**config.mk**
```make
export PLATFORM = sky130hd
export DESIGN_NAME = memory_size_string_parser
export DESIGN_NICKNAME = d
export VERILOG_FILES = /design/src/rtl/msp_pkg.sv /design/src/rtl/msp_in_stage.sv /design/src/rtl/msp_parse.sv /design/src/rtl/msp_out_stage.sv /design/src/rtl/memory_size_string_parser.sv
export SDC_FILE = /design/constraint.sdc
export NUM_CORES = 1
export LEC_CHECK = 0
export BUFFER_PORTS_ARGS = -buffer_cell sky130_fd_sc_hd__buf_2
export CORE_AREA = 2 2 205 207
export CTS_CLUSTER_DIAMETER = 50
export CTS_CLUSTER_SIZE = 30
export DETAILED_ROUTE_END_ITERATION = 10
export DIE_AREA = 0 0 207 209
export SETUP_SLACK_MARGIN = 0.05
export SLEW_MARGIN = 20
export SYNTH_ARGS = -nofsm -noshare
export SYNTH_HDL_FRONTEND = slang
export SYNTH_SLANG_ARGS = --single-unit
```
**constraint.sdc**
```tcl
create_clock -name clk_i -period 5.21 [get_ports clk_i]
set_clock_uncertainty 0.15 [all_clocks]
set_input_delay 1.042 -clock clk_i [delete_from_list [all_inputs] [get_ports clk_i]]
set_output_delay 1.042 -clock clk_i [all_outputs]
set_load 0.02 [all_outputs]
```
**src/rtl/msp_pkg.sv**
```systemverilog
// shared types, constants and character helpers for the memory size string parser
`default_nettype none

package msp_pkg;

  // width of the parsed value; the result port stays 64 bits wide
  localparam int unsigned ValueWidth = 64;
  localparam int unsigned ByteCountWidth = 64;
  localparam int unsigned ShiftWidth = 6;
  localparam int unsigned CharWidth = 8;

  // character codes
  localparam logic [CharWidth-1:0] CharSpace = 8'h20;
  localparam logic [CharWidth-1:0] CharTab = 8'h09;
  localparam logic [CharWidth-1:0] CharCr = 8'h0d;
  localparam logic [CharWidth-1:0] CharMinus = 8'h2d;
  localparam logic [CharWidth-1:0] CharZero = 8'h30;
  localparam logic [CharWidth-1:0] CharNine = 8'h39;

  // result status codes
  typedef enum logic [1:0] {
    StOk    = 2'd0,
    StUnset = 2'd1,
    StBad   = 2'd2
  } status_e;

  // one accepted input request
  typedef struct packed {
    logic [CharWidth-1:0] char_code;
    logic                 has_char;
    logic                 last;
  } item_t;

  // one result request
  typedef struct packed {
    status_e                   status;
    logic [ByteCountWidth-1:0] byte_count;
  } result_t;

  // space and the control codes tab through carriage return
  function automatic logic is_blank(input logic [CharWidth-1:0] c);
    is_blank = (c == CharSpace) || ((c >= CharTab) && (c <= CharCr));
  endfunction

  function automatic logic is_digit(input logic [CharWidth-1:0] c);
    is_digit = (c >= CharZero) && (c <= CharNine);
  endfunction

  // binary scale of a size letter, either case; zero for any other code
  function automatic logic [ShiftWidth-1:0] suffix_shift(input logic [CharWidth-1:0] c);
    case (c)
      8'h4b, 8'h6b: suffix_shift = 6'd10;
      8'h4d, 8'h6d: suffix_shift = 6'd20;
      8'h47, 8'h67: suffix_shift = 6'd30;
      8'h54, 8'h74: suffix_shift = 6'd40;
      8'h50, 8'h70: suffix_shift = 6'd50;
      8'h45, 8'h65: suffix_shift = 6'd60;
      default:      suffix_shift = 6'd0;
    endcase
  endfunction

endpackage

`default_nettype wire

```
**src/rtl/msp_in_stage.sv**
```systemverilog
// input register stage: holds one accepted character request
`default_nettype none

module msp_in_stage (
  input  wire logic                     clk_i,
  input  wire logic                     rst_ni,
  input  wire logic                     s_valid_i,
  output logic                          s_ready_o,
  input  wire msp_pkg::item_t           s_item_i,
  input  wire logic                     take_i,
  output logic                          item_valid_o,
  output msp_pkg::item_t                item_o
);
  import msp_pkg::*;

  logic  valid_q, valid_d;
  item_t item_q;

  // room when empty or when the held request moves on this cycle
  assign s_ready_o = !valid_q || take_i;

  always_comb begin
    valid_d = valid_q;
    if (s_ready_o) begin
      valid_d = s_valid_i;
    end
  end

  // control register
  always_ff @(posedge clk_i or negedge rst_ni) begin
    if (!rst_ni) begin
      valid_q <= 1'b0;
    end else begin
      valid_q <= valid_d;
    end
  end

  // payload register
  always_ff @(posedge clk_i) begin
    if (s_ready_o && s_valid_i) begin
      item_q <= s_item_i;
    end
  end

  assign item_valid_o = valid_q;
  assign item_o = item_q;

`ifndef SYNTH
  // a stalled input side always means a request is parked here
  a_stall_holds_item: assert property (@(posedge clk_i) disable iff (!rst_ni)
    !s_ready_o |-> valid_q)
    else $error("input stalled with empty stage");
`endif

endmodule

`default_nettype wire

```
**src/rtl/msp_parse.sv**
```systemverilog
// parse state and single-step character decoding
`default_nettype none

module msp_parse (
  input  wire logic                     clk_i,
  input  wire logic                     rst_ni,
  input  wire logic                     item_valid_i,
  input  wire msp_pkg::item_t           item_i,
  input  wire logic                     out_free_i,
  output logic                          take_o,
  output logic                          res_load_o,
  output msp_pkg::result_t              res_o
);
  import msp_pkg::*;

  typedef enum logic [1:0] {
    PhBefore,
    PhDigits,
    PhSuffix,
    PhAfter
  } phase_e;

  localparam int unsigned ProdWidth = ValueWidth + 4;

  phase_e                  phase_q, phase_d;
  logic                    bad_q, bad_d;
  logic                    minus_q, minus_d;
  logic [1:0]              digits_q, digits_d;
  logic                    first_one_q, first_one_d;
  logic [ValueWidth-1:0]   acc_q, acc_d;
  logic [ShiftWidth-1:0]   shift_q, shift_d;

  logic                    do_digit;
  logic                    digit_c;
  logic [3:0]              digit_val;
  logic [ShiftWidth-1:0]   sfx;
  logic [ProdWidth-1:0]    acc_ext;
  logic [ProdWidth-1:0]    prod;
  logic [ValueWidth-1:0]   fit_mask;
  logic                    shift_too_big;
  status_e                 status;
  logic [ValueWidth-1:0]   scaled;

  // a plain character always moves on; the last one waits for the result slot
  assign take_o = item_valid_i && (!item_i.last || out_free_i);
  assign res_load_o = take_o && item_i.last;

  // decimal step: value times ten plus the digit, with spare high bits
  assign digit_c = is_digit(item_i.char_code);
  assign digit_val = 4'(item_i.char_code - CharZero);
  assign sfx = suffix_shift(item_i.char_code);
  assign acc_ext = ProdWidth'(acc_q);
  assign prod = (acc_ext << 3) + (acc_ext << 1) + ProdWidth'(digit_val);

  // next parse state for one character
  always_comb begin
    phase_d = phase_q;
    bad_d = bad_q;
    minus_d = minus_q;
    digits_d = digits_q;
    first_one_d = first_one_q;
    acc_d = acc_q;
    shift_d = shift_q;
    do_digit = 1'b0;
    if (item_i.has_char) begin
      if (is_blank(item_i.char_code)) begin
        if (phase_q == PhDigits || phase_q == PhSuffix) begin
          phase_d = PhAfter;
        end
      end else begin
        case (phase_q)
          PhBefore: begin
            phase_d = PhDigits;
            if (item_i.char_code == CharMinus) begin
              minus_d = 1'b1;
            end else if (digit_c) begin
              do_digit = 1'b1;
            end else begin
              bad_d = 1'b1;
            end
          end
          PhDigits: begin
            if (digit_c) begin
              do_digit = 1'b1;
            end else if (minus_q || digits_q == 2'd0 || sfx == '0) begin
              bad_d = 1'b1;
            end else begin
              shift_d = sfx;
              phase_d = PhSuffix;
            end
          end
          default: begin
            bad_d = 1'b1;
          end
        endcase
      end
    end
    // digit bookkeeping and accumulation
    if (do_digit) begin
      if (digits_q == 2'd0) begin
        first_one_d = (digit_val == 4'd1);
      end
      if (digits_q != 2'd3) begin
        digits_d = digits_q + 2'd1;
      end
      if (!minus_q && !bad_q) begin
        if (prod[ProdWidth-1:ValueWidth] != '0) begin
          bad_d = 1'b1;
        end else begin
          acc_d = prod[ValueWidth-1:0];
        end
      end
    end
  end

  // scale check: a suffix never shares a cycle with a digit, so the held value is used
  assign fit_mask = ~({ValueWidth{1'b1}} >> shift_d);
  assign shift_too_big = ({1'b0, shift_d} >= (ShiftWidth + 1)'(ValueWidth));
  assign scaled = (shift_d == '0) ? acc_d : (acc_q << shift_d);

  // final status from the updated state
  always_comb begin
    if (phase_d == PhBefore) begin
      status = StUnset;
    end else if (bad_d) begin
      status = StBad;
    end else if (minus_d) begin
      status = (digits_d == 2'd1 && first_one_d) ? StUnset : StBad;
    end else if (digits_d == 2'd0 || shift_too_big) begin
      status = StBad;
    end else if (shift_d != '0 && (acc_q & fit_mask) != '0) begin
      status = StBad;
    end else begin
      status = StOk;
    end
  end

  assign res_o.status = status;
  assign res_o.byte_count = (status == StOk) ? ByteCountWidth'(scaled) : '0;

  // parse state; cleared after every result
  always_ff @(posedge clk_i or negedge rst_ni) begin
    if (!rst_ni) begin
      phase_q <= PhBefore;
      bad_q <= 1'b0;
      minus_q <= 1'b0;
      digits_q <= 2'd0;
      first_one_q <= 1'b0;
      acc_q <= '0;
      shift_q <= '0;
    end else if (take_o) begin
      if (item_i.last) begin
        phase_q <= PhBefore;
        bad_q <= 1'b0;
        minus_q <= 1'b0;
        digits_q <= 2'd0;
        first_one_q <= 1'b0;
        acc_q <= '0;
        shift_q <= '0;
      end else begin
        phase_q <= phase_d;
        bad_q <= bad_d;
        minus_q <= minus_d;
        digits_q <= digits_d;
        first_one_q <= first_one_d;
        acc_q <= acc_d;
        shift_q <= shift_d;
      end
    end
  end

`ifndef SYNTH
  // every string starts from a clean state
  a_clear_after_last: assert property (@(posedge clk_i) disable iff (!rst_ni)
    res_load_o |=> (phase_q == PhBefore) && (acc_q == '0) && (shift_q == '0))
    else $error("parse state not cleared after result");
  // no value without digits
  a_no_digits_no_value: assert property (@(posedge clk_i) disable iff (!rst_ni)
    (digits_q == 2'd0) |-> (acc_q == '0))
    else $error("accumulator nonzero before any digit");
`endif

endmodule

`default_nettype wire

```
**src/rtl/msp_out_stage.sv**
```systemverilog
// result register stage toward the output stream
`default_nettype none

module msp_out_stage (
  input  wire logic                     clk_i,
  input  wire logic                     rst_ni,
  input  wire logic                     load_i,
  input  wire msp_pkg::result_t         res_i,
  output logic                          free_o,
  output logic                          m_valid_o,
  input  wire logic                     m_ready_i,
  output msp_pkg::result_t              m_res_o
);
  import msp_pkg::*;

  logic    valid_q, valid_d;
  result_t res_q;

  // slot is free when empty or being emptied this cycle
  assign free_o = !valid_q || m_ready_i;

  always_comb begin
    valid_d = valid_q;
    if (load_i) begin
      valid_d = 1'b1;
    end else if (m_ready_i) begin
      valid_d = 1'b0;
    end
  end

  // control register
  always_ff @(posedge clk_i or negedge rst_ni) begin
    if (!rst_ni) begin
      valid_q <= 1'b0;
    end else begin
      valid_q <= valid_d;
    end
  end

  // payload register
  always_ff @(posedge clk_i) begin
    if (load_i) begin
      res_q <= res_i;
    end
  end

  assign m_valid_o = valid_q;
  assign m_res_o = res_q;

`ifndef SYNTH
  // a result other than ok never carries a size
  a_zero_unless_ok: assert property (@(posedge clk_i) disable iff (!rst_ni)
    valid_q && (res_q.status != StOk) |-> (res_q.byte_count == '0))
    else $error("nonzero byte count on non-ok result");
`endif

endmodule

`default_nettype wire

```
**src/rtl/memory_size_string_parser.sv**
```systemverilog
// top level of the memory size string parser
// Input stream: one character per request; tdata[7:0] is the byte, tuser[0] says
// the byte is present (low only for an empty string), tlast marks the string end.
// Output stream: one result per string, on the request that carried tlast;
// tuser[1:0] is the status (0 ok, 1 unset, 2 bad), tdata is the size in bytes
// (zero unless ok). Whitespace around the token is dropped; a K/M/G/T/P/E
// suffix in either case scales by 2^10 up to 2^60.
// Throughput: one character per cycle, sustained across string boundaries,
// while results are taken. The last character sits in the input register, then
// its result moves to the result register once that is free, with the single
// decimal multiply-add and overflow check between those registers.
// When the receiver stalls, the finished result waits in the result register;
// characters keep flowing until a second string ends, then the input side
// stalls with that last character parked in the input register.
// Reset clears both stages and the parse state; no result is pending after it.
`default_nettype none

module memory_size_string_parser (
  input  wire logic        clk_i,
  input  wire logic        rst_ni,
  input  wire logic        s_axis_tvalid,
  output logic             s_axis_tready,
  input  wire logic [7:0]  s_axis_tdata,   // [7:0] char_code
  input  wire logic [0:0]  s_axis_tuser,   // [0] has_char
  input  wire logic        s_axis_tlast,   // last
  output logic             m_axis_tvalid,
  input  wire logic        m_axis_tready,
  output logic [63:0]      m_axis_tdata,   // [63:0] byte_count
  output logic [1:0]       m_axis_tuser    // [1:0] status
);
  import msp_pkg::*;

  item_t   s_item;
  item_t   item;
  logic    item_valid;
  logic    take;
  logic    res_load;
  logic    out_free;
  result_t res;
  result_t m_res;

  // pack the input request
  assign s_item.char_code = s_axis_tdata;
  assign s_item.has_char = s_axis_tuser[0];
  assign s_item.last = s_axis_tlast;

  // input register
  msp_in_stage u_in (
    .clk_i        (clk_i),
    .rst_ni       (rst_ni),
    .s_valid_i    (s_axis_tvalid),
    .s_ready_o    (s_axis_tready),
    .s_item_i     (s_item),
    .take_i       (take),
    .item_valid_o (item_valid),
    .item_o       (item)
  );

  // parser step
  msp_parse u_parse (
    .clk_i        (clk_i),
    .rst_ni       (rst_ni),
    .item_valid_i (item_valid),
    .item_i       (item),
    .out_free_i   (out_free),
    .take_o       (take),
    .res_load_o   (res_load),
    .res_o        (res)
  );

  // result register
  msp_out_stage u_out (
    .clk_i     (clk_i),
    .rst_ni    (rst_ni),
    .load_i    (res_load),
    .res_i     (res),
    .free_o    (out_free),
    .m_valid_o (m_axis_tvalid),
    .m_ready_i (m_axis_tready),
    .m_res_o   (m_res)
  );

  // unpack the result request
  assign m_axis_tdata = m_res.byte_count;
  assign m_axis_tuser = m_res.status;

endmodule

`default_nettype wire
```
After elaboration in Yosys (flattened, before gate mapping)
Cells that the tools add are included.
{ "totals": {"ff_bits": 155, "in_bits": 14, "word_cells": 136, "output_inout_bits": 68} }
{ "classes": {"bitwise_logic": 2, "order_cmp": 4, "n_eq_ne": 19, "shift": 2, "reduce_logical": 37, "addsub": 4, "muxes": 54} }
{ "op_table": {"columns": ["cell", "n"], "rows": [
  ["two-way mux 64 bit", 5],
  ["== test 8 x 7 -> 1 bit (second input constant)", 12],
  ["adder 67 x 65 -> 68 bit", 1],
  ["adder 68 x 4 -> 68 bit", 1],
  ["bitwise AND 64 bit", 1],
  ["NOT 64 bit", 1],
  ["nonzero test 64 bit", 1],
  ["<< shifter 64 x 6 -> 64 bit", 1],
  ["right shift 64 x 6 -> 64 bit (first input constant)", 1],
  ["two-way mux 6 bit", 6],
  ["one-hot mux 6 bit (6 select lines)", 1],
  ["two-way mux 2 bit", 15],
  ["two-way mux 1 bit", 24],
  ["== test 8 x 6 -> 1 bit (second input constant)", 2],
  ["zero test 6 bit", 2],
  ["OR reduction 2 bit", 6],
  ["zero test 2 bit", 5],
  [">= comparator 8 x 4 -> 1 bit (second input constant)", 1],
  [">= comparator 8 x 6 -> 1 bit (second input constant)", 1],
  ["<= comparator 8 x 4 -> 1 bit (second input constant)", 1],
  ["<= comparator 8 x 6 -> 1 bit (second input constant)", 1],
  ["logical AND 1 bit", 8],
  ["logical OR 1 bit", 7],
  ["nonzero test 6 bit", 1],
  ["other kinds (11)", 17]
]} }

Longest topological paths before layout
Gate-level depths: netlist of the first run.
{ "logic_depth": {"ltp_word": 21, "mapped_depth": 17, "mapped_depth_nobuf": 15} }

By module
From an unflattened synthesis of the first run, not the netlist that was laid out.
{ "unflattened": {"hier_cells": 2187, "area_unflattened_um2": 17839.6} }
{ "by_module_without_submodules": {"columns": ["mod", "area_each_um2", "cells_each", "instances", "seq_area_each_um2"], "rows": [
  ["msp_parse", 15456.1, 2104, 1, 1926.8],
  ["msp_out_stage", 2029.4, 69, 1, 2006.9],
  ["msp_in_stage", 354.1, 14, 1, 325.3]
]} }

Worst setup path before layout of the first run
Ideal clock, no wire load.
{ "synth_timing": {"kind": "input port to flip-flop", "startpoint": "in m_axis_tready", "endpoint": "reg u_out.res_q (netlist bit u_out.m_res_o[0]), enable pin", "setup_ps": 497, "setup_slack_ps": 348, "n_path_buf": 0, "required_ps": 4563, "arrival_ps": 4215, "cell_stages": 3, "path_cell_list": "or3_1 -> nand2_1 -> nor2_1"} }
{ "synth_between": {"elab_chain_cells": 4} }
{ "synth_lines": {"columns": ["element", "line_no", "source"], "rows": [
  ["start, declared", "memory_size_string_parser.sv:27", "input wire logic m_axis_tready,"],
  ["logical OR 1 bit", "msp_out_stage.sv:20", "assign free_o = !valid_q || m_ready_i;"],
  ["logical OR 1 bit", "msp_parse.sv:45", "assign take_o = item_valid_i && (!item_i.last || out_free_i);"],
  ["logical AND 1 bit", "msp_parse.sv:45", null],
  ["logical AND 1 bit", "msp_parse.sv:46", "assign res_load_o = take_o && item_i.last;"],
  ["net res_load", "memory_size_string_parser.sv:37", "logic res_load;"],
  ["end signal, assigned", "msp_out_stage.sv:43", "res_q <= res_i;"],
  ["end, declared", "msp_out_stage.sv:17", "result_t res_q;"]
]} }
The timed path passes the listed nets, and every way through them passes these cells.
A chain may end at the register's enable or synchronous reset.

Final worst setup path of the first run
{ "layout_timing": {"startpoint": "reg u_parse.acc_q[7]", "endpoint": "reg u_out.res_q (netlist bit u_out.m_res_o[27]), data pin"} }
{ "layout_between": {"elab_chain_cells": 9, "word_cells_on_any_way": 20, "cone_classes": "add/sub (2); shift (1); mux (12); bitwise (1); reduce/logical (4)"} }
{ "layout_lines": {"columns": ["element", "line_no", "source"], "rows": [
  ["start, declared", "msp_parse.sv:30", "logic [ValueWidth-1:0] acc_q, acc_d;"],
  ["start signal, assigned", "msp_parse.sv:149", "acc_q <= '0;"],
  ["start signal, assigned", "msp_parse.sv:158", "acc_q <= '0;"],
  ["start signal, assigned", "msp_parse.sv:166", "acc_q <= acc_d;"],
  ["adder 67 x 65 -> 68 bit / bitwise AND 64 bit (equally long branches)", "msp_parse.sv:53, msp_parse.sv:131", null],
  ["adder 68 x 4 -> 68 bit / nonzero test 64 bit (equally long branches)", "msp_parse.sv:53, msp_parse.sv:131", null],
  ["nonzero test 4 bit / logical AND 1 bit (equally long branches)", "msp_parse.sv:107, msp_parse.sv:131", null],
  ["two-way mux 1 bit / two-way mux 2 bit (equally long branches)", "msp_parse.sv:107, msp_parse.sv:131", null],
  ["two-way mux 1 bit / two-way mux 2 bit (equally long branches)", "msp_parse.sv:106, msp_parse.sv:129", null],
  ["two-way mux 1 bit / two-way mux 2 bit (equally long branches)", "msp_parse.sv:99, msp_parse.sv:127", null],
  ["two-way mux 2 bit", "msp_parse.sv:125", "end else if (bad_d) begin"],
  ["two-way mux 2 bit", "msp_parse.sv:123", "if (phase_d == PhBefore) begin"],
  ["zero test 2 bit", "msp_parse.sv:139", "assign res_o.byte_count = (status == StOk) ? ByteCountWidth'(scaled) : '0;"]
]} }
Several ways; a longest one is shown, not always the timed one.

==> run metrics, run 1 <==
status=complete, no violations; Leakage=8.39 nW; commonest non-fill, non-tap cell in the layout=mux2i_1; Diodes inserted=0; final critical-path share of the clock period=95.8%; cell family with most CP delay=compound AO/OA/AOI/OAI gates; CTS buffer count=17; First DRT Iteration DRCs=1,984; Synth Warn #=0; fin. max-slew vios=0; Hold WC Path Type=reg -> reg; VDD IR max=0.262 mV; Setup TNS=0 ns; core area=0.0413 mm²; critical path class=reg -> reg; worst setup path start=u_parse.acc_q[7]; Sink Count=155; IO Port Bufs=81; DRC=0; ratio of cells with drive above 1 in the final layout=18.9%; Critical Path Source Type=flop; Total Routing Usage GR=32.2%; first-pass GRT wire length=105 mm; Cell Int Power=2.25 mW; fmax=0.200 GHz; most frequent cells in the layout=mux2i_1, buf_4, nand2_1, a21oi_1, ha_1; unrepaired setup endpoints after global routing=yes; max incr delay on CP=0.65 ns; GP Congestion=0.975; Netlist Area Pre-Place=0.0163 mm²; Die Area=0.0433 mm²; asr flop ratio synth=51.0%; total wire length=71.0 mm; Final Setup Violations=0; PD cells=176 mW/mm²; top_reg_cell synth=dfrtp_1; CTS Hold Bufs=0; most used cell, CP=buf_4; post-synthesis cell count=1,877; routed len/inst=27.4 µm; deepest level of the CTS H-tree=4; post-layout util=46.3%; vias=16,900; P_sw=1.11 mW; Post-synth EDFFs=76; Stages on worst setup path=18; layout net count=2,176; starting density of the core=39.5%; WP data required=5.32 ns; Clk Tree Root Cell=clkbuf_16; io pins=82; Setup crit end kind=flop; Die Wd=207 µm; relative slew slack=26.5%; crit path cell chain=ha_1, ha_1, a211oi_1, nor2_1, a211oi_1, a2111oi_2, buf_4, o21ai_0, buf_4, a31oi_1, xnor2_1, buf_4, o2111ai_4, buf_12, and2_1, buf_12, a22oi_1, a21oi_1; switch share=33.0%; share of power burned in registers=40.0%; syn_area_per_cell=8.69 µm²; CTS tree=yes; #FFs+latches synth=155; clock buffer depth=2; clock share of power=40.7%; Worst-Skew Late Latency=0.51 ns; Die Y=209 µm; worst-case reg-to-reg path depth=18; register area share after synthesis=26.1%; Final ANT Viol Nets=0; WHS Path Cells=1; power share of the combinational group=19.3%; minimum clock period=4.99 ns; DP HPWL=55.2 mm; Least-Margin Pin Slew=1.10 ns; First-pass DRT Iterations=6; number of global-route vias before repair=16,400; Slowest-stage cell, CP=a211oi_1; total grt overflow=0; largest net degree at the start of global routing=49; Mapped Nets=2,020; Vias/cell=6.54; Syn-to-layout area delta=17.3%; non-filler cells, final=2,585; Final Hold Fails=0; # rows=75; CP Max Fanout=10; Post-Place Cells=2,548; RR Startpoint=u_parse.acc_q[7]; Yosys cell types=91; hold path start=u_parse.first_one_q; Hold Slack=0.379 ns; CP bufs+invs=5; Worst Path Arrival=5.11 ns; initial antenna violation count=0; Clock Pin Slew Worst Setup and Hold Paths=0.08 ns; Max Cap Viol=0
## cells by family (layout without fill, tap and decap cells)
family | count (synthesis) | in the layout | synth area share [%]
simple gates | 524 | 524 | 15.6
xor+xnor | 61 | 61 | 3.28
compound gates | 628 | 628 | 26.6
fa+ha+maj | 130 | 130 | 10.0
flops | 155 | 155 | 26.1
buf+inv | 146 | 315 | 3.77
mux | 233 | 233 | 14.5
## state kept, by name, indices dropped and copies added, names as in the netlist
signal and count:
u_parse.digits_q 2, u_parse.minus_q 1, u_parse.bad_q 1, u_out.m_valid_o 1
u_parse.acc_q 64, u_out.m_res_o 66, u_parse.phase_q 2, u_parse.shift_q 6
u_parse.first_one_q 1, u_in.item_o 10, u_in.item_valid_o 1
## area by class of cell
class                           count  area [µm²]
Clock inverter                     13         140
Fill cell                        4078       22200
Sequential cell                   155        4260
Clock buffer                       19         475
Tap cell                          539         674
Timing Repair Buffer              257        1880
Multi-Input combinational cell   1576       11600
Inverter                           26        97.6
## what timing repair did
item                       4_1_cts  5_1_grt
resized for setup                0       16
buffers inserted                 0        5
setup endpoints to repair        0      118
hold endpoints to repair         0        0
## metal layers
metal / vias to the layer above / wire length [µm] / track usage (%)
met5: - / 0 / 0
met4: 0 / 3870 / 17.1
met3: 208 / 5490 / 6.48
met2: 845 / 30900 / 48.8
met1: 8263 / 30700 / 43.4
li1: 7591 / - / -
## power by group through the flow
stage / clock network (mW) / registers, mW / logic, mW
finish: 1.37 / 1.34 / 0.649
global route: 1.44 / 1.35 / 0.672
CTS: 1.40 / 1.34 / 0.635
detailed placement: 0 / 1.37 / 0.633
global placement: 0 / 1.37 / 0.632
floorplan: 0 / 1.39 / 0.346
## synthesized netlist by cell type (all sizes together), types with 24 or more instances
cell type	number	area, µm²
a21oi	147	736
o21ai	114	574
a211oi	30	240
a22o	68	596
xor2	28	245
nand2	162	608
nor2	121	459
inv	25	93.8
nor3	44	230
mux2	29	327
buf	48	245
o211ai	24	180
mux2i	204	2050
edfxtp	76	2280
ha	127	1590
nand3	73	365
a31oi	34	213
xnor2	33	289
dfrtp	79	1980
clkbuf	72	272
## path summary, 6_finish.rpt
| check | end | slack [ns] |
|---|---|---|
| min | u_parse.first_one_q | 0.38 |
| max | u_out.m_res_o[27] | 0.22 |
| max in group asynchronous | u_parse.acc_q[44] | 3.38 |
| max reg2reg | u_out.m_res_o[27] | 0.22 |
| min in group asynchronous | u_parse.acc_q[59] | 0.44 |
| min reg2reg | u_parse.first_one_q | 0.38 |
## worst register-to-register path: cells and delay by family, from the launching register on
family	cells	cell delay, ns
simple gates	2	0.38
compound gates	8	1.93
buf+inv	5	0.98
xor+xnor	1	0.15
fa+ha+maj	2	0.70
flops	1	0.48
## metrics by stage
step | setup slack [ns] | total power, mW | area, µm²
floorplan | 0.348 | 1.74 | 16300
global placement | 0.148 | 2.00 | 18400
detailed placement | 0.0696 | 2.00 | 18400
CTS | 0.0603 | 3.38 | 19000
global route | 0.0438 | 3.46 | 19100
finish | 0.217 | 3.36 | 19100
(Power assumes the default switching activity.)
==> run 2, diff against run 1 <==
--- a/config.mk
+++ b/config.mk
@@ -5,12 +5,12 @@
 export SDC_FILE = /design/constraint.sdc
 export NUM_CORES = 1
 export LEC_CHECK = 0
-export BUFFER_PORTS_ARGS = -buffer_cell sky130_fd_sc_hd__buf_2
 export CORE_AREA = 2 2 205 207
 export CTS_CLUSTER_DIAMETER = 50
 export CTS_CLUSTER_SIZE = 30
 export DETAILED_ROUTE_END_ITERATION = 10
 export DIE_AREA = 0 0 207 209
+export DONT_BUFFER_PORTS = 1
 export SETUP_SLACK_MARGIN = 0.05
 export SLEW_MARGIN = 20
 export SYNTH_ARGS = -nofsm -noshare
==> constraint.sdc (replaced) <==
create_clock -name clk_i -period 5.6 [get_ports clk_i]
set_clock_uncertainty 0.15 [all_clocks]
set_input_delay 1.12 -clock clk_i [delete_from_list [all_inputs] [get_ports clk_i]]
set_output_delay 1.12 -clock clk_i [all_outputs]
set_load 0.02 [all_outputs]
==> run metrics, run 2 (synthesis results as in run 1) <==
status=complete, no violations; IO Port Bufs=0 (-100%); FILL cells=4,104 (+0.64%); number of global-route vias before repair=15,600 (-4.8%); most frequent cells in the layout=mux2i_1, nand2_1, a21oi_1, ha_1, nor2_1; # rows=75 (unchanged); total wire length=69.7 mm (-1.8%); clock share of power=39.9% (-0.8 points); Hold WC Path Type=in -> async; DP HPWL=54.5 mm (-1.3%); ratio of cells with drive above 1 in the final layout=11.9% (-7.0 points); routed len/inst=28.6 µm (+4.2%); max reg flops=66 (unchanged); starting density of the core=39.5% (unchanged); Vias/cell=6.69 (+2.3%); relative slew slack=29.4% (+2.9 points); WP data required=5.67 ns (+0.35 ns); Stages on worst setup path=15 (-3); placed cell areas=0.0175 mm² (-5.1%); Die Y=209 µm (unchanged); largest net degree at the start of global routing=80 (+63%); CTS Hold Bufs=0 (unchanged); first-pass GRT wire length=103 mm (-2.0%); CP bufs+invs=2 (-3); fmax=0.185 GHz (-7.5%); worst-case reg-to-reg path depth=15 (-3); Worst-Skew Late Latency=0.48 ns (-0.03 ns); Syn-to-layout area delta=11.0%; vias=16,300 (-3.6%); deepest level of the CTS H-tree=4 (unchanged); core area=0.0413 mm² (unchanged); Setup TNS=0 ns (unchanged); crit path cell chain=ha_1, ha_1, a21oi_1, o211ai_1, a21boi_0, o221ai_1, buf_4, o211ai_1, a211oi_1, nor3_1, nor2_1, nor2_1, o2111ai_4, buf_12, a31oi_1; clock buffer depth=2 (unchanged); Die Wd=207 µm (unchanged); Final Setup Violations=0 (unchanged); Critical Path Source Type=flop; DRC=0 (unchanged); Clk Tree Root Cell=clkbuf_16; First DRT Iteration DRCs=1,759 (-11%); Leakage=7.69 nW (-8.3%); Final Hold Fails=0 (unchanged); switch share=31.8% (-1.2 points); layout net count=2,027 (-6.8%); CTS tree=yes; share of power burned in registers=43.6% (+3.6 points); Worst Path Arrival=5.47 ns (+0.36 ns); cell family with most CP delay=compound AO/OA/AOI/OAI gates; unrepaired setup endpoints after global routing=no; Die Area=0.0433 mm² (unchanged); commonest non-fill, non-tap cell in the layout=mux2i_1; Cell Int Power=2.01 mW (-11%); power share of the combinational group=16.5% (-2.8 points); minimum clock period=5.40 ns (+0.406 ns); Clock Pin Slew Worst Setup and Hold Paths=0.08 ns (about the same); max incr delay on CP=0.56 ns (-0.09 ns); CP Max Fanout=30 (+20); critical path class=reg -> reg; final critical-path share of the clock period=96.4% (+0.57 points); Slowest-stage cell, CP=dfrtp_1; CTS buffer count=17 (unchanged); io pins=82 (unchanged); Diodes inserted=0 (unchanged); Max Cap Viol=0 (unchanged); initial antenna violation count=1 (+1); Sink Count=155 (unchanged); post-layout util=43.8% (-2.5 points); First-pass DRT Iterations=5 (-1); P_sw=938 µW (-16%); Final ANT Viol Nets=0 (unchanged); post-route cell area=0.0181 mm² (-5.4%); Least-Margin Pin Slew=1.06 ns (-0.0432 ns); total grt overflow=0 (unchanged); fin. max-slew vios=0 (unchanged); PD cells=163 mW/mm² (-7.3%); Total Routing Usage GR=31.6% (-0.66 points); Setup crit end kind=flop; VDD IR max=0.170 mV (-35%); GP Congestion=1.01 (+3.9%)
-- run 2: cell types whose count changed in the layout (fill, tap and decap cells not counted), moves of 3 or more --
cell	change
buf_2	-80
buf_4	-67
dfrtp_1	+4
dfrtp_2	-4
inv_8	-3
-- run 2: routing by layer --
metal  up-vias  global-route usage, %  share of wire, %
met5         -                      0             0.019
met2       804                   50.4                46
met4         2                   11.9               3.6
met3       140                   5.41               7.5
met1      8069                   42.8                43
li1       7279                      -                 -
-- run 2: final timing paths --
check | from | to | slack, ns
max in group asynchronous | rst_ni | u_parse.acc_q[19] | 4.94
min in group clk_i | u_parse.first_one_q | u_parse.first_one_q | 0.40
min reg2reg | u_parse.first_one_q | u_parse.first_one_q | 0.40
max reg2reg | u_parse.acc_q[29] | u_out.m_res_o[50] | 0.20
max | u_parse.acc_q[29] | u_out.m_res_o[50] | 0.20
min | rst_ni | u_parse.acc_q[57] | 0.18
-- run 2: repair_timing --
| item | 4_1_cts | 5_1_grt |
|---|---|---|
| endpoints found under the setup margin | 0 | 130 |
| setup buffers | 0 | 4 |
| gates resized for setup | 0 | 5 |
-- run 2: final cells by class --
cell class | count | area, µm² | area share, %
multi-input combinational | 1576 | 11600 | 63.9
sequential | 155 | 4260 | 23.5
timing repair buffer | 108 | 936 | 5.17
tap | 539 | 674 | 3.73
clock buffer | 18 | 439 | 2.43
clock inverter | 14 | 133 | 0.733
inverter | 26 | 97.6 | 0.539
-- run 2: through the flow --
stage          power [mW]  cells  setup slack [ns]  hold WS [ns]
3_3_place_gp         1.78   2400            0.0917         0.354
2_1_floorplan        1.62   1877             0.660         0.324
5_1_grt              3.03   2436            0.0614         0.170
4_1_cts              2.96   2432             0.119         0.154
3_5_place_dp         1.78   2400             0.141         0.373
6_report             2.95   2436             0.201         0.177
-- run 2: power by group through the flow --
stage	clock, mW	combinational (mW)	sequential (mW)
CTS	1.19	0.476	1.29
floorplan	0	0.321	1.29
finish	1.18	0.487	1.29
global placement	0	0.470	1.31
global route	1.23	0.510	1.29
detailed placement	0	0.475	1.31
==> run 3, diff against run 2 <==
--- a/config.mk
+++ b/config.mk
@@ -11,6 +11,7 @@
 export DETAILED_ROUTE_END_ITERATION = 10
 export DIE_AREA = 0 0 207 209
 export DONT_BUFFER_PORTS = 1
+export REMOVE_ABC_BUFFERS = 1
 export SETUP_SLACK_MARGIN = 0.05
 export SLEW_MARGIN = 20
 export SYNTH_ARGS = -nofsm -noshare
==> run metrics, run 3 (synthesis results as in run 1) <==
Worst Path Arrival=5.48 ns (about the same); Die Wd=207 µm (unchanged); DP HPWL=54.6 mm (+0.18%); # rows=75 (unchanged); Sink Count=155 (unchanged); max reg flops=66 (unchanged); Slowest-stage cell, CP=a2111oi_0; Least-Margin Pin Slew=1.16 ns (+0.102 ns); CTS buffer count=17 (unchanged); core area=0.0413 mm² (unchanged); ratio of cells with drive above 1 in the final layout=11.6% (-0.32 points); worst-case reg-to-reg path depth=13 (-2); total wire length=71.0 mm (+1.8%); Diodes inserted=0 (unchanged); io pins=82 (unchanged); final worst slack=0.237 ns (+0.0366 ns); power share of the combinational group=16.3% (-0.2 points); P_sw=961 µW (+2.5%); total grt overflow=0 (unchanged); starting density of the core=39.5% (unchanged); commonest non-fill, non-tap cell in the layout=mux2i_1; number of global-route vias before repair=15,700 (+0.80%); RR Endpoint=u_out.m_res_o[60]; R2R Setup Slk=0.24 ns (+0.04 ns); largest net degree at the start of global routing=80 (unchanged); initial antenna violation count=0 (-1); share of power burned in registers=42.7% (-0.9 points); vias=16,600 (+2.0%); First-pass DRT Iterations=6 (+1); Hold WC Path Type=in -> async; WP data required=5.71 ns (+0.04 ns); status=complete, no violations; switch share=32.0% (+0.19 points); fin. max-slew vios=0 (unchanged); Post-Place Setup Slack=0.343 ns (+0.202 ns); GP Congestion=1.09 (+7.3%); clock share of power=41.0% (+1.1 points); Die Area=0.0433 mm² (unchanged); relative slew slack=22.6% (-6.8 points); DRC=0 (unchanged); max incr delay on CP=0.83 ns (+0.27 ns); most frequent cells in the layout=mux2i_1, nand2_1, a21oi_1, ha_1, nor2_1; Final Setup Violations=0 (unchanged); Setup TNS=0 ns (unchanged); Clk Tree Root Cell=clkbuf_16; critical path class=reg -> reg; Vias/cell=6.85 (+2.3%); layout net count=2,019 (-0.39%); CTS Hold Bufs=0 (unchanged); minimum clock period=5.36 ns (-0.0366 ns); Max Cap Viol=0 (unchanged); final critical-path share of the clock period=95.8% (-0.65 points); first-pass GRT wire length=105 mm (+1.4%); Leakage=7.64 nW (-0.67%); Worst-Skew Late Latency=0.49 ns (about the same); FILL cells=4,110 (+0.15%); IO Port Bufs=0 (unchanged); Final Hold Fails=0 (unchanged); Syn-to-layout area delta=10.5%; Critical Path Source Type=flop; deepest level of the CTS H-tree=4 (unchanged); RR Startpoint=u_parse.acc_q[19]; Die Y=209 µm (unchanged); VDD IR max=0.238 mV (+40%); Post-CTS Resized=0 (unchanged); CP Max Fanout=12 (-60%); First DRT Iteration DRCs=2,461 (+40%); Final ANT Viol Nets=0 (unchanged); PD cells=167 mW/mm² (+2.4%); Hold Slack=0.181 ns (+0.00402 ns); CTS tree=yes; post-CTS setup buffer count=0 (unchanged); Total Routing Usage GR=32.3% (+0.68 points); fmax=0.186 GHz (+0.68%); routed len/inst=29.2 µm (+2.1%); clock buffer depth=2 (unchanged); Cell Int Power=2.04 mW (+1.6%); Clock Pin Slew Worst Setup and Hold Paths=0.08 ns (about the same); unrepaired setup endpoints after global routing=no; total power draw=3.00 mW (+1.9%); Setup crit end kind=flop; crit path cell chain=ha_1, ha_1, nand2_1, or3_1, a2111oi_0, o21ai_1, buf_4, o211ai_1, a211oi_1, o2111ai_4, and2_1, nand2_1, a31oi_1
-- run 3: worst max-delay path by stage --
stage,start,end,slack (ns)
floorplan,u_in.item_o[3],u_out.m_res_o[60],-3.94
global placement,u_parse.acc_q[9],u_out.m_res_o[53],0.32
detailed placement,u_in.item_o[3],u_out.m_res_o[55],0.34
CTS,u_in.item_o[3],u_out.m_res_o[43],0.34
global route,u_parse.acc_q[9],u_out.m_res_o[60],0.07
finish,u_parse.acc_q[19],u_out.m_res_o[60],0.24
-- run 3: power by group through the flow --
stage | clock [mW] | sequential, mW | combinational (mW)
floorplan | 0 | 1.30 | 0.315
global placement | 0 | 1.31 | 0.469
detailed placement | 0 | 1.31 | 0.471
CTS | 1.26 | 1.28 | 0.471
global route | 1.30 | 1.29 | 0.504
finish | 1.23 | 1.28 | 0.489
-- run 3: area by class of cell --
| class | instances | area [µm²] | share of cell area [%] |
|---|---|---|---|
| Clock buffer | 17 | 425 | 2.36 |
| Clock inverter | 15 | 180 | 1.00 |
| Inverter | 26 | 97.6 | 0.542 |
| Multi-Input combinational cell | 1577 | 11600 | 64.2 |
| Sequential cell | 155 | 4260 | 23.6 |
| Tap cell | 539 | 674 | 3.74 |
| Timing Repair Buffer | 99 | 818 | 4.54 |
-- run 3: per-layer routing --
metal  global-route usage [%]  vias up  wire length, µm
met5                        0        -                0
met4                     16.1        0             3700
met3                     7.68      218             8150
met1                     43.3     8004            28500
li1                         -     7263                -
met2                     48.5     1136            30600
-- run 3: worst max-delay path: cells and delay by family, from the launching register on --
kind            cells  cell delay [ns]
fa+ha+maj           2             0.78
buf+inv             1             0.22
flops               1             0.71
simple gates        4             1.24
compound gates      6             2.02
-- run 3: stage by stage --
stage / utilization [%] / instances / cell area, µm²
3_5_place_dp: 42.1 / 2395 / 17400
4_1_cts: 43.6 / 2427 / 18000
3_3_place_gp: 42.1 / 2395 / 17400
6_report: 43.6 / 2428 / 18000
2_1_floorplan: - / 1757 / 15800
5_1_grt: 43.6 / 2428 / 18000
